**config.mk**
```make
export PLATFORM = sky130hd
export DESIGN_NAME = sorted_priority_queue
export DESIGN_NICKNAME = d
export VERILOG_FILES = /design/src/hdl/spq_pkg.sv /design/src/hdl/spq_cell.sv /design/src/hdl/sorted_priority_queue.sv
export VERILOG_INCLUDE_DIRS = /design/src /design/src/hdl
export SDC_FILE = /design/constraint.sdc
export NUM_CORES = 2
export LEC_CHECK = 0
export ABC_AREA = 1
export BUFFER_PORTS_ARGS = -buffer_cell sky130_fd_sc_hd__buf_2
export CORE_MARGIN = 1.5
export CORE_UTILIZATION = 35
export CTS_BUF_LIST = sky130_fd_sc_hd__clkbuf_8 sky130_fd_sc_hd__clkbuf_16
export DETAILED_ROUTE_END_ITERATION = 10
export PLACE_DENSITY = 0.58
export SLEW_MARGIN = 20
export SYNTH_ARGS = -nofsm -noshare
export SYNTH_HDL_FRONTEND = slang
export SYNTH_HIERARCHICAL = 1
export SYNTH_SLANG_ARGS = --single-unit
```
**constraint.sdc**
```tcl
create_clock -name clk -period 12.8 [get_ports clk]
set_input_delay 0 -clock clk [delete_from_list [all_inputs] [get_ports clk]]
set_output_delay 0 -clock clk [all_outputs]
set_load 0.1 [all_outputs]
```
**src/hdl/assert_macros.svh**
```systemverilog
// Assertion macros shared by the sorted priority queue RTL.
// Expects clk and rst_n to be visible in the including module.
`ifndef ASSERT_MACROS_SVH
`define ASSERT_MACROS_SVH

// Condition holds at every clock edge outside reset.
`define SPQ_ASSERT_ALWAYS(lbl, cond, msg) \
    lbl: assert property (@(posedge clk) disable iff (!rst_n) (cond)) else $error(msg);

// Trigger implies the consequence in the next cycle.
`define SPQ_ASSERT_NEXT(lbl, trig, cons, msg) \
    lbl: assert property (@(posedge clk) disable iff (!rst_n) (trig) |=> (cons)) else $error(msg);

`endif

```
**src/hdl/spq_pkg.sv**
```systemverilog
// Package for the sorted priority queue: sizes, command and status codes,
// and the per-cell control struct. No dependencies.
`default_nettype none

package spq_pkg;

    localparam int DEPTH   = 16;
    localparam int CNT_W   = $clog2(DEPTH + 1);
    localparam int KEY_W   = 32;
    localparam int DATA_W  = 32;
    localparam int STAT_W  = 2;

    localparam logic CMD_ENQ = 1'b0;
    localparam logic CMD_DEQ = 1'b1;

    localparam logic [STAT_W-1:0] ST_DONE  = 2'd0;
    localparam logic [STAT_W-1:0] ST_FULL  = 2'd1;
    localparam logic [STAT_W-1:0] ST_EMPTY = 2'd2;

    typedef struct packed {
        logic ins;
        logic del;
    } cell_ctrl_t;

endpackage

`default_nettype wire

```
**src/hdl/spq_cell.sv**
```systemverilog
// One storage cell of the sorted queue chain: holds a key and payload,
// shifts right on insert, left on removal. Depends on spq_pkg.
`default_nettype none

module spq_cell (
    input  wire logic                        clk,
    input  wire spq_pkg::cell_ctrl_t         ctrl,
    input  wire logic                        occupied,
    input  wire logic [spq_pkg::KEY_W-1:0]   new_key,
    input  wire logic [spq_pkg::DATA_W-1:0]  new_payload,
    input  wire logic                        left_keep,
    input  wire logic [spq_pkg::KEY_W-1:0]   left_key,
    input  wire logic [spq_pkg::DATA_W-1:0]  left_payload,
    input  wire logic [spq_pkg::KEY_W-1:0]   right_key,
    input  wire logic [spq_pkg::DATA_W-1:0]  right_payload,
    output logic                             keep,
    output logic [spq_pkg::KEY_W-1:0]        cell_key,
    output logic [spq_pkg::DATA_W-1:0]       cell_payload
);

    logic [spq_pkg::KEY_W-1:0]  key_reg, key_next;
    logic [spq_pkg::DATA_W-1:0] payload_reg, payload_next;

    // entry stays put on insert when its key is not larger than the new one
    assign keep = occupied && (key_reg <= new_key);

    always_comb
    begin
        key_next     = key_reg;
        payload_next = payload_reg;
        if (ctrl.ins)
        begin
            if (!keep)
            begin
                if (left_keep)
                begin
                    key_next     = new_key;
                    payload_next = new_payload;
                end
                else
                begin
                    key_next     = left_key;
                    payload_next = left_payload;
                end
            end
        end
        else if (ctrl.del)
        begin
            key_next     = right_key;
            payload_next = right_payload;
        end
    end

    always_ff @(posedge clk)
    begin
        key_reg     <= key_next;
        payload_reg <= payload_next;
    end

    assign cell_key     = key_reg;
    assign cell_payload = payload_reg;

endmodule

`default_nettype wire

```
**src/hdl/sorted_priority_queue.sv**
```systemverilog
// Top level of the sorted priority queue: chain of spq_cell, entry count,
// result register. Depends on spq_pkg, spq_cell and assert_macros.svh.
//
//  channel | valid     | stall     | fields
//  --------+-----------+-----------+--------------------------------------------
//  in      | in_valid  | in_stall  | command, key, payload
//  out     | out_valid | out_stall | status, front_valid, front_key,
//          |           |           | front_payload, entry_count
//
// Each transfer is applied to all cells together; its result appears in
// the result register the following cycle, so one item per cycle is
// sustained while in_stall is low. in_stall is high only while a result is
// held and out_stall is high. Reset clears the internal entry count and the
// result valid; cell contents are unused until written.
`default_nettype none
`include "assert_macros.svh"

module sorted_priority_queue (
    input  wire logic                          clk,
    input  wire logic                          rst_n,
    input  wire logic                          in_valid,
    output logic                               in_stall,
    input  wire logic                          command,
    input  wire logic [spq_pkg::KEY_W-1:0]     key,
    input  wire logic [spq_pkg::DATA_W-1:0]    payload,
    output logic                               out_valid,
    input  wire logic                          out_stall,
    output logic [spq_pkg::STAT_W-1:0]         status,
    output logic                               front_valid,
    output logic [spq_pkg::KEY_W-1:0]          front_key,
    output logic [spq_pkg::DATA_W-1:0]         front_payload,
    output logic [spq_pkg::CNT_W-1:0]          entry_count
);

    localparam int D = spq_pkg::DEPTH;

    logic [spq_pkg::CNT_W-1:0]  count_reg, count_next;
    logic                       out_valid_reg;
    logic [spq_pkg::STAT_W-1:0] status_reg;
    logic                       front_valid_reg;
    logic [spq_pkg::KEY_W-1:0]  front_key_reg;
    logic [spq_pkg::DATA_W-1:0] front_payload_reg;
    logic [spq_pkg::CNT_W-1:0]  entry_count_reg;

    logic [spq_pkg::KEY_W-1:0]  cell_key     [D];
    logic [spq_pkg::DATA_W-1:0] cell_payload [D];
    logic [D-1:0]               keep;

    spq_pkg::cell_ctrl_t        ctrl;
    logic                       in_fire, is_enq, full, empty;
    logic [spq_pkg::STAT_W-1:0] status_next;
    logic [spq_pkg::KEY_W-1:0]  fkey_next;
    logic [spq_pkg::DATA_W-1:0] fpay_next;
    logic                       front_flag_ok, front_pair_ok;

    assign in_stall = out_valid_reg && out_stall;
    assign in_fire  = in_valid && !in_stall;
    assign is_enq   = (command == spq_pkg::CMD_ENQ);
    assign full     = (count_reg == spq_pkg::CNT_W'(D));
    assign empty    = (count_reg == '0);

    assign ctrl = '{ins: in_fire && is_enq && !full,
                    del: in_fire && !is_enq && !empty};

    genvar i;
    generate
        for (i = 0; i < D; i++)
        begin : g_cell
            logic                        occ;
            logic                        lk;
            logic [spq_pkg::KEY_W-1:0]   lkey, rkey;
            logic [spq_pkg::DATA_W-1:0]  lpay, rpay;

            assign occ = (count_reg > spq_pkg::CNT_W'(i));

            if (i == 0)
            begin : g_first
                assign lk   = 1'b1;
                assign lkey = key;
                assign lpay = payload;
            end
            else
            begin : g_mid
                assign lk   = keep[i-1];
                assign lkey = cell_key[i-1];
                assign lpay = cell_payload[i-1];
            end

            if (i == D - 1)
            begin : g_last
                assign rkey = cell_key[i];
                assign rpay = cell_payload[i];
            end
            else
            begin : g_inner
                assign rkey = cell_key[i+1];
                assign rpay = cell_payload[i+1];
            end

            spq_cell u_cell (
                .clk           (clk),
                .ctrl          (ctrl),
                .occupied      (occ),
                .new_key       (key),
                .new_payload   (payload),
                .left_keep     (lk),
                .left_key      (lkey),
                .left_payload  (lpay),
                .right_key     (rkey),
                .right_payload (rpay),
                .keep          (keep[i]),
                .cell_key      (cell_key[i]),
                .cell_payload  (cell_payload[i])
            );
        end
    endgenerate

    always_comb
    begin
        count_next  = count_reg;
        status_next = spq_pkg::ST_DONE;
        fkey_next   = '0;
        fpay_next   = '0;
        if (is_enq)
        begin
            if (full)
            begin
                status_next = spq_pkg::ST_FULL;
                fkey_next   = cell_key[0];
                fpay_next   = cell_payload[0];
            end
            else
            begin
                count_next = count_reg + 1'b1;
                if (empty || (key < cell_key[0]))
                begin
                    fkey_next = key;
                    fpay_next = payload;
                end
                else
                begin
                    fkey_next = cell_key[0];
                    fpay_next = cell_payload[0];
                end
            end
        end
        else
        begin
            if (empty)
                status_next = spq_pkg::ST_EMPTY;
            else
            begin
                count_next = count_reg - 1'b1;
                if (count_reg > spq_pkg::CNT_W'(1))
                begin
                    fkey_next = cell_key[1];
                    fpay_next = cell_payload[1];
                end
            end
        end
    end

    always_ff @(posedge clk or negedge rst_n)
    begin
        if (!rst_n)
        begin
            count_reg     <= '0;
            out_valid_reg <= 1'b0;
        end
        else
        begin
            if (in_fire)
            begin
                count_reg     <= count_next;
                out_valid_reg <= 1'b1;
            end
            else if (!out_stall)
                out_valid_reg <= 1'b0;
        end
    end

    always_ff @(posedge clk)
    begin
        if (in_fire)
        begin
            status_reg        <= status_next;
            front_valid_reg   <= (count_next != '0);
            front_key_reg     <= fkey_next;
            front_payload_reg <= fpay_next;
            entry_count_reg   <= count_next;
        end
    end

    assign out_valid     = out_valid_reg;
    assign status        = status_reg;
    assign front_valid   = front_valid_reg;
    assign front_key     = front_key_reg;
    assign front_payload = front_payload_reg;
    assign entry_count   = entry_count_reg;

    assign front_flag_ok = !out_valid_reg || (front_valid_reg == (entry_count_reg != '0));
    assign front_pair_ok = (count_reg < spq_pkg::CNT_W'(2)) || (cell_key[0] <= cell_key[1]);

    `SPQ_ASSERT_ALWAYS(a_count_bound, count_reg <= spq_pkg::CNT_W'(D), "count exceeds depth")
    `SPQ_ASSERT_NEXT(a_enq_count, ctrl.ins, count_reg == $past(count_reg) + 1'b1, "enqueue count")
    `SPQ_ASSERT_ALWAYS(a_front_valid, front_flag_ok, "front_valid mismatch")
    `SPQ_ASSERT_ALWAYS(a_sorted, front_pair_ok, "front pair out of order")

endmodule

`default_nettype wire
```
### Yosys cells after proc, flatten, opt, wreduce, memory -nomap -nowiden

Index checks and enable logic that the tools add are counted.

| word-level totals | value |
|---|---|
| bits in registers | 1,102 |
| latch bits | 0 |
| RAM bits | 0 |
| bits in read-only memories | 0 |
| output and inout port bits | 74 |
| logic and storage cells | 276 |
| memories | 0 |

| operators by class | value |
|---|---|
| add/subtract/negate cells | 2 |
| $mul | 0 |
| div/mod/pow operators | 0 |
| $lt $le $gt $ge | 33 |
| equal/unequal tests | 17 |
| shift-type cells | 0 |
| muxes and demuxes | 138 |
| bitwise operators | 2 |
| reduce and logical (&&, ||, !) cells | 45 |

Operators by type and width:

| cell | number |
|---|---|
| two-way mux 32 bit | 130 |
| <= comparator 32 bit | 16 |
| greater-than comparator 5 x 4 -> 1 bit (second input constant) | 8 |
| less-than comparator 32 bit | 1 |
| AND reduction 2 bit | 16 |
| != test 2 bit (second input constant) | 15 |
| logical AND 1 bit | 22 |
| greater-than comparator 5 x 3 -> 1 bit (second input constant) | 4 |
| two-way mux 5 bit | 3 |
| greater-than comparator 5 x 1 -> 1 bit (second input constant) | 2 |
| greater-than comparator 5 x 2 -> 1 bit (second input constant) | 2 |
| adder 5 x 1 -> 5 bit (second input constant) | 1 |
| equality test 5 bit (second input constant) | 1 |
| zero test 5 bit | 1 |
| nonzero test 5 bit | 1 |
| subtractor 5 x 1 -> 5 bit (second input constant) | 1 |
| two-way mux 2 bit | 2 |
| zero test 1 bit | 3 |
| two-way mux 1 bit | 3 |
| != test 2 x 1 -> 1 bit (second input constant) | 1 |
| NOT 1 bit | 2 |
| nonzero test 2 bit | 1 |
| logical OR 1 bit | 1 |

### Logic depth before layout (Yosys ltp)

| logic depth | value |
|---|---|
| depth in word-level cells | 7 |
| mapped depth | 21 |

### Hierarchy

The synthesis kept the hierarchy.

By module, submodules not included:

| module | times used | cells each | area an instance (um^2) | seq. area each (um^2) |
|---|---|---|---|---|
| spq_cell (g_cell[0].u_cell ...) | 14 | 498 | 4,052.6 | 1,921.8 |
| spq_cell (g_cell[8].u_cell ...) | 2 | 497 | 4,070.2 | 1,921.8 |
| sorted_priority_queue | 1 | 756 | 5,655.4 | 2,312.2 |

### Least setup slack after synthesis

OpenSTA, ideal clock, no wires.

| timing | value |
|---|---|
| path type | register to register |
| start point | register out_valid_reg, in the netlist out_valid |
| end point | register g_cell[0].u_cell.key_reg (netlist bit g_cell[0].u_cell/cell_key[0]), enable pin |
| setup time | 690 ps |
| arrival | 6,342 ps |
| required time | 12,110 ps |
| slack | 5,768 ps |
| stages on the path, launching flop included | 12 |
| path buffers | 3 |
| period minus slack after synthesis | 7,032 ps |
| cells stage by stage | dfrtp_1 > nand2_1 > inv_1 > nor2_1 > clkbuf_1 > nand2_1 > inv_1 > inv_1 > buf_2 > clkbuf_1 > nand2_1 > nand2_1 |

RTL lines:

| what | RTL line | RTL |
|---|---|---|
| from (decl) | sorted_priority_queue.sv:38 | `logic out_valid_reg;` |
| from (signal assigned) | sorted_priority_queue.sv:168 | `out_valid_reg <= 1'b0;` |
| from (signal assigned) | sorted_priority_queue.sv:175 | `out_valid_reg <= 1'b1;` |
| from (signal assigned) | sorted_priority_queue.sv:178 | `out_valid_reg <= 1'b0;` |
| to (signal assigned) | spq_cell.sv:56 | `key_reg <= key_next;` |
| to (decl) | spq_cell.sv:21 | `logic [spq_pkg::KEY_W-1:0] key_reg, key_next;` |

==> run summary <==
DRT
-----------------------------------------------------------------------------------------------
Drt wl/cell                                                                        19.3 microns
Length of routed met3 wiring                                                       9790 microns
DRC violation total after the first TritonRoute iteration                                 5,083
DR vias                                                                                  61,500
Routed length on met2                                                              113,000 microns
Antenna-violating nets left                                                                   0
Metal-1 WL                                                                         91,300 microns
Final wirelength                                                                   221,000 microns
Uppermost layer routed                                                                     met4
Vias per std cell                                                                          5.37
Length of the first detailed-routing pass in iterations                                       6
Drt drc                                                                                       0

TIMING
-----------------------------------------------------------------------------------------------
Post-Route Skew                                                                         24.1 ps
Period utilisation layout                                                                 0.495
Hold Slack                                                                               133 ps
Final Hold Vio Count                                                                          0
Slew at the pin closest to its max-slew limit                                           1090 ps
Total of endpoints with negative setup slack in the final report                              0
Final-layout setup total negative slack                                                    0 ps
Peak Freq                                                                               158 MHz
Headroom to the max-slew limit                                                            0.271
Final-report max-slew violation count                                                         0
RSZ-0062 raised after global routing                                                         no
Final period demand of the worst path                                                   6340 ps

CLOCK TREE
-----------------------------------------------------------------------------------------------
Post-CTS setup buffer count                                                                   0
Root buf cell                                                                      sky130_fd_sc_hd__clkbuf_16
Level count of the clock H-tree                                                               4
Number of buffers added by the clock tree synthesis step                                    136
Clock input transition at the sequential cells of the worst setup and hold paths          60 ps
CTS Buffer Depth                                                                              3
Quantity of gates resized following cts                                                       0
# clock sinks                                                                             1,102
CTS Hold Buffers Added                                                                       71
Clk Latency, worst-skew pair                                                             790 ps
Clock tree from TritonCTS                                                                 built

SETUP PATH
-----------------------------------------------------------------------------------------------
Slowest-stage cell, CP                                                             sky130_fd_sc_hd__clkinv_2
Top Family by Delay on Critical Path                                               buffers and inverters
Data required, critical path                                                          13,260 ps
Signal arrival time at the worst endpoint                                               6800 ps
Cell occurring most often along the worst timing path                              sky130_fd_sc_hd__nand2_1
Worst setup EP type                                                                        flop
Element type at the critical path start                                                    flop
Endpoint of the worst register-to-register path                                    g_cell[2].u_cell/cell_payload[17]
Reg-to-reg slack, setup                                                                 6460 ps
Total buffers and inverters traversed by the critical path                                    7
CP max stage delay                                                                      1060 ps
Classification of the worst setup path                                             flop to flop
Worst r2r src                                                                      count_reg[0]
Cells on worst reg2reg path                                                                  15
Crit path max fanout                                                                        151
Critical-path cell list                                                            inv_1 -> ha_1 -> nand2_2 -> nor2_2 -> nand2_1 -> nand2_1 -> inv_1 -> nand2_1 -> inv_8 -> buf_6 -> buf_4 -> clkinv_2 -> nand2_1 -> nand2_2 -> buf_4

GLOBAL ROUTING
-----------------------------------------------------------------------------------------------
Global-route wire length before repair                                             351,000 microns
Via count of the first global-routing pass                                               63,100
Largest net degree at the start of global routing                                           291
Number of antenna violations at the first check in global routing                             0
Global Route Usage Sum                                                                    0.212
Total overflow reported by the global router                                                  0

FLOORPLANNING
-----------------------------------------------------------------------------------------------
Count of standard-cell rows                                                                 164
DIE HEIGHT                                                                          452 microns
Placeable core region                                                              200,000 sq um
Die area                                                                           204,000 sq um
IO Count                                                                                    143
Effective utilization at floorplan                                                        0.353
Overall die width                                                                   452 microns

POWER AND IR DROP
-----------------------------------------------------------------------------------------------
IR Drop Worst-Case VDD                                                                 0.114 mV
Power density over the cells                                                        179 nW/um^2
Leakage                                                                                 33.7 nW
Clock power frac                                                                          0.266
Share of total power in combinational logic                                               0.332
Sequential cell fraction of total power                                                   0.402
Net Sw Frac                                                                               0.403
Cell-internal power                                                                     8.34 mW
Power spent charging and discharging nets                                               5.64 mW

LAYOUT
-----------------------------------------------------------------------------------------------
Net total in the final layout                                                             9,313
Fill cell total of the finished layout                                                   20,200
Area growth from synthesis to final layout                                                10.8%
Final std cell area, no fill                                                       78,200 sq um
Share of layout cells above drive strength 1                                             0.0649
Final core area utilization                                                               0.391

OUTCOME
-----------------------------------------------------------------------------------------------
Status                                                                                completed

HOLD PATH
-----------------------------------------------------------------------------------------------
Worst hold-check path type                                                         primary input to flop
Sink of the worst hold path                                                           status[0]
Cells on Worst Hold Path                                                                      3
Worst min-delay path startpoint                                                         command

JOB
-----------------------------------------------------------------------------------------------
Max-capacitance violation count                                                               0

PLACED DESIGN
-----------------------------------------------------------------------------------------------
Placer's final routability congestion estimate                                            0.838
HPWL after DPL                                                                     152,000 microns
Port Buffers                                                                                142
Instance area at placement                                                         73,200 sq um

YOSYS
-----------------------------------------------------------------------------------------------
Post-synthesis area per instance                                                     8.09 sq um
Post-Syn Area                                                                      70,500 sq um
Yosys warning count                                                                           6
Gate Count Post-Synth                                                                     8,721

[worst register-to-register path: stages, from the launching register on]
cell and delay, ps:
sky130_fd_sc_hd__dfrtp_1 450, sky130_fd_sc_hd__inv_1 110, sky130_fd_sc_hd__ha_1 240, sky130_fd_sc_hd__nand2_2 80
sky130_fd_sc_hd__nor2_2 70, sky130_fd_sc_hd__nand2_1 110, sky130_fd_sc_hd__nand2_1 90, sky130_fd_sc_hd__inv_1 140
sky130_fd_sc_hd__nand2_1 190, sky130_fd_sc_hd__inv_8 570, sky130_fd_sc_hd__buf_6 750, sky130_fd_sc_hd__buf_4 920
sky130_fd_sc_hd__clkinv_2 1070, sky130_fd_sc_hd__nand2_1 290, sky130_fd_sc_hd__nand2_2 420, sky130_fd_sc_hd__buf_4 470
[power by group through the flow]
| stage | Combinational (mW) | Clock (mW) | Sequential (mW) |
|---|---|---|---|
| floorplan | 3.01 | 0 | 5.77 |
| global placement | 4.40 | 0 | 5.69 |
| detailed placement | 4.56 | 0 | 5.69 |
| CTS | 4.60 | 3.80 | 5.62 |
| global route | 5.21 | 3.93 | 5.69 |
| finish | 4.64 | 3.72 | 5.61 |
[cells in the final DEF (no fill, tap or decap), types with 7 or more instances in the layout]
cell type / count
sky130_fd_sc_hd__buf_4: 87
sky130_fd_sc_hd__a21oi_1: 221
sky130_fd_sc_hd__clkinv_1: 33
sky130_fd_sc_hd__clkinv_2: 30
sky130_fd_sc_hd__inv_2: 33
sky130_fd_sc_hd__edfxtp_1: 1096
sky130_fd_sc_hd__clkbuf_16: 136
sky130_fd_sc_hd__a21o_1: 18
sky130_fd_sc_hd__inv_1: 818
sky130_fd_sc_hd__bufinv_16: 8
sky130_fd_sc_hd__ha_1: 548
sky130_fd_sc_hd__nor2_1: 1175
sky130_fd_sc_hd__o21ai_0: 1741
sky130_fd_sc_hd__nand3_1: 145
sky130_fd_sc_hd__nand4_1: 33
sky130_fd_sc_hd__nor2_2: 61
sky130_fd_sc_hd__o21a_1: 15
sky130_fd_sc_hd__nand2_1: 1939
sky130_fd_sc_hd__nand3_2: 20
sky130_fd_sc_hd__dlygate4sd3_1: 71
sky130_fd_sc_hd__o21ai_1: 356
sky130_fd_sc_hd__nand2_2: 16
sky130_fd_sc_hd__buf_2: 142
sky130_fd_sc_hd__inv_6: 7
[worst max path at each step]
stage / startpoint / endpoint / slack [ps] / cells after the start
after floorplan: out_valid / g_cell[0].u_cell/cell_key[0] / 5770 / 11
after global placement: count_reg[0] / g_cell[2].u_cell/cell_payload[13] / 6690 / 15
after detailed placement: count_reg[0] / g_cell[2].u_cell/cell_payload[20] / 6590 / 15
after CTS: count_reg[0] / g_cell[2].u_cell/cell_payload[17] / 6570 / 15
after global routing: count_reg[0] / g_cell[2].u_cell/cell_payload[15] / 5880 / 15
final: count_reg[0] / g_cell[2].u_cell/cell_payload[17] / 6460 / 15
[per-stage QoR]
step,power (mW),setup WS [ps],std cells
CTS,14.0,6570,11500
global route,14.8,5880,11500
floorplan,8.79,5770,8722
global placement,10.1,6690,11100
finish,14.0,6460,11500
detailed placement,10.3,6590,11100
[area by class of cell]
| type | count | area, sq um | share of cell area |
|---|---|---|---|
| Antenna cell | 1 | 2.50 | 0.0000320 |
| Timing Repair Buffer | 303 | 2130 | 0.0273 |
| Clock inverter | 104 | 771 | 0.00986 |
| Sequential cell | 1102 | 33100 | 0.423 |
| Tap cell | 2656 | 3320 | 0.0425 |
| Inverter | 836 | 3160 | 0.0405 |
| Multi-Input combinational cell | 6317 | 32300 | 0.413 |
| Clock buffer | 137 | 3420 | 0.0437 |
[routing by layer]
metal | global-route usage | vias to the layer above
met5 | 0 | -
met4 | 0.0784 | 0
met3 | 0.0224 | 459
met2 | 0.380 | 1840
met1 | 0.261 | 29900
li1 | - | 29300
Power figures use the tool's default switching activity.
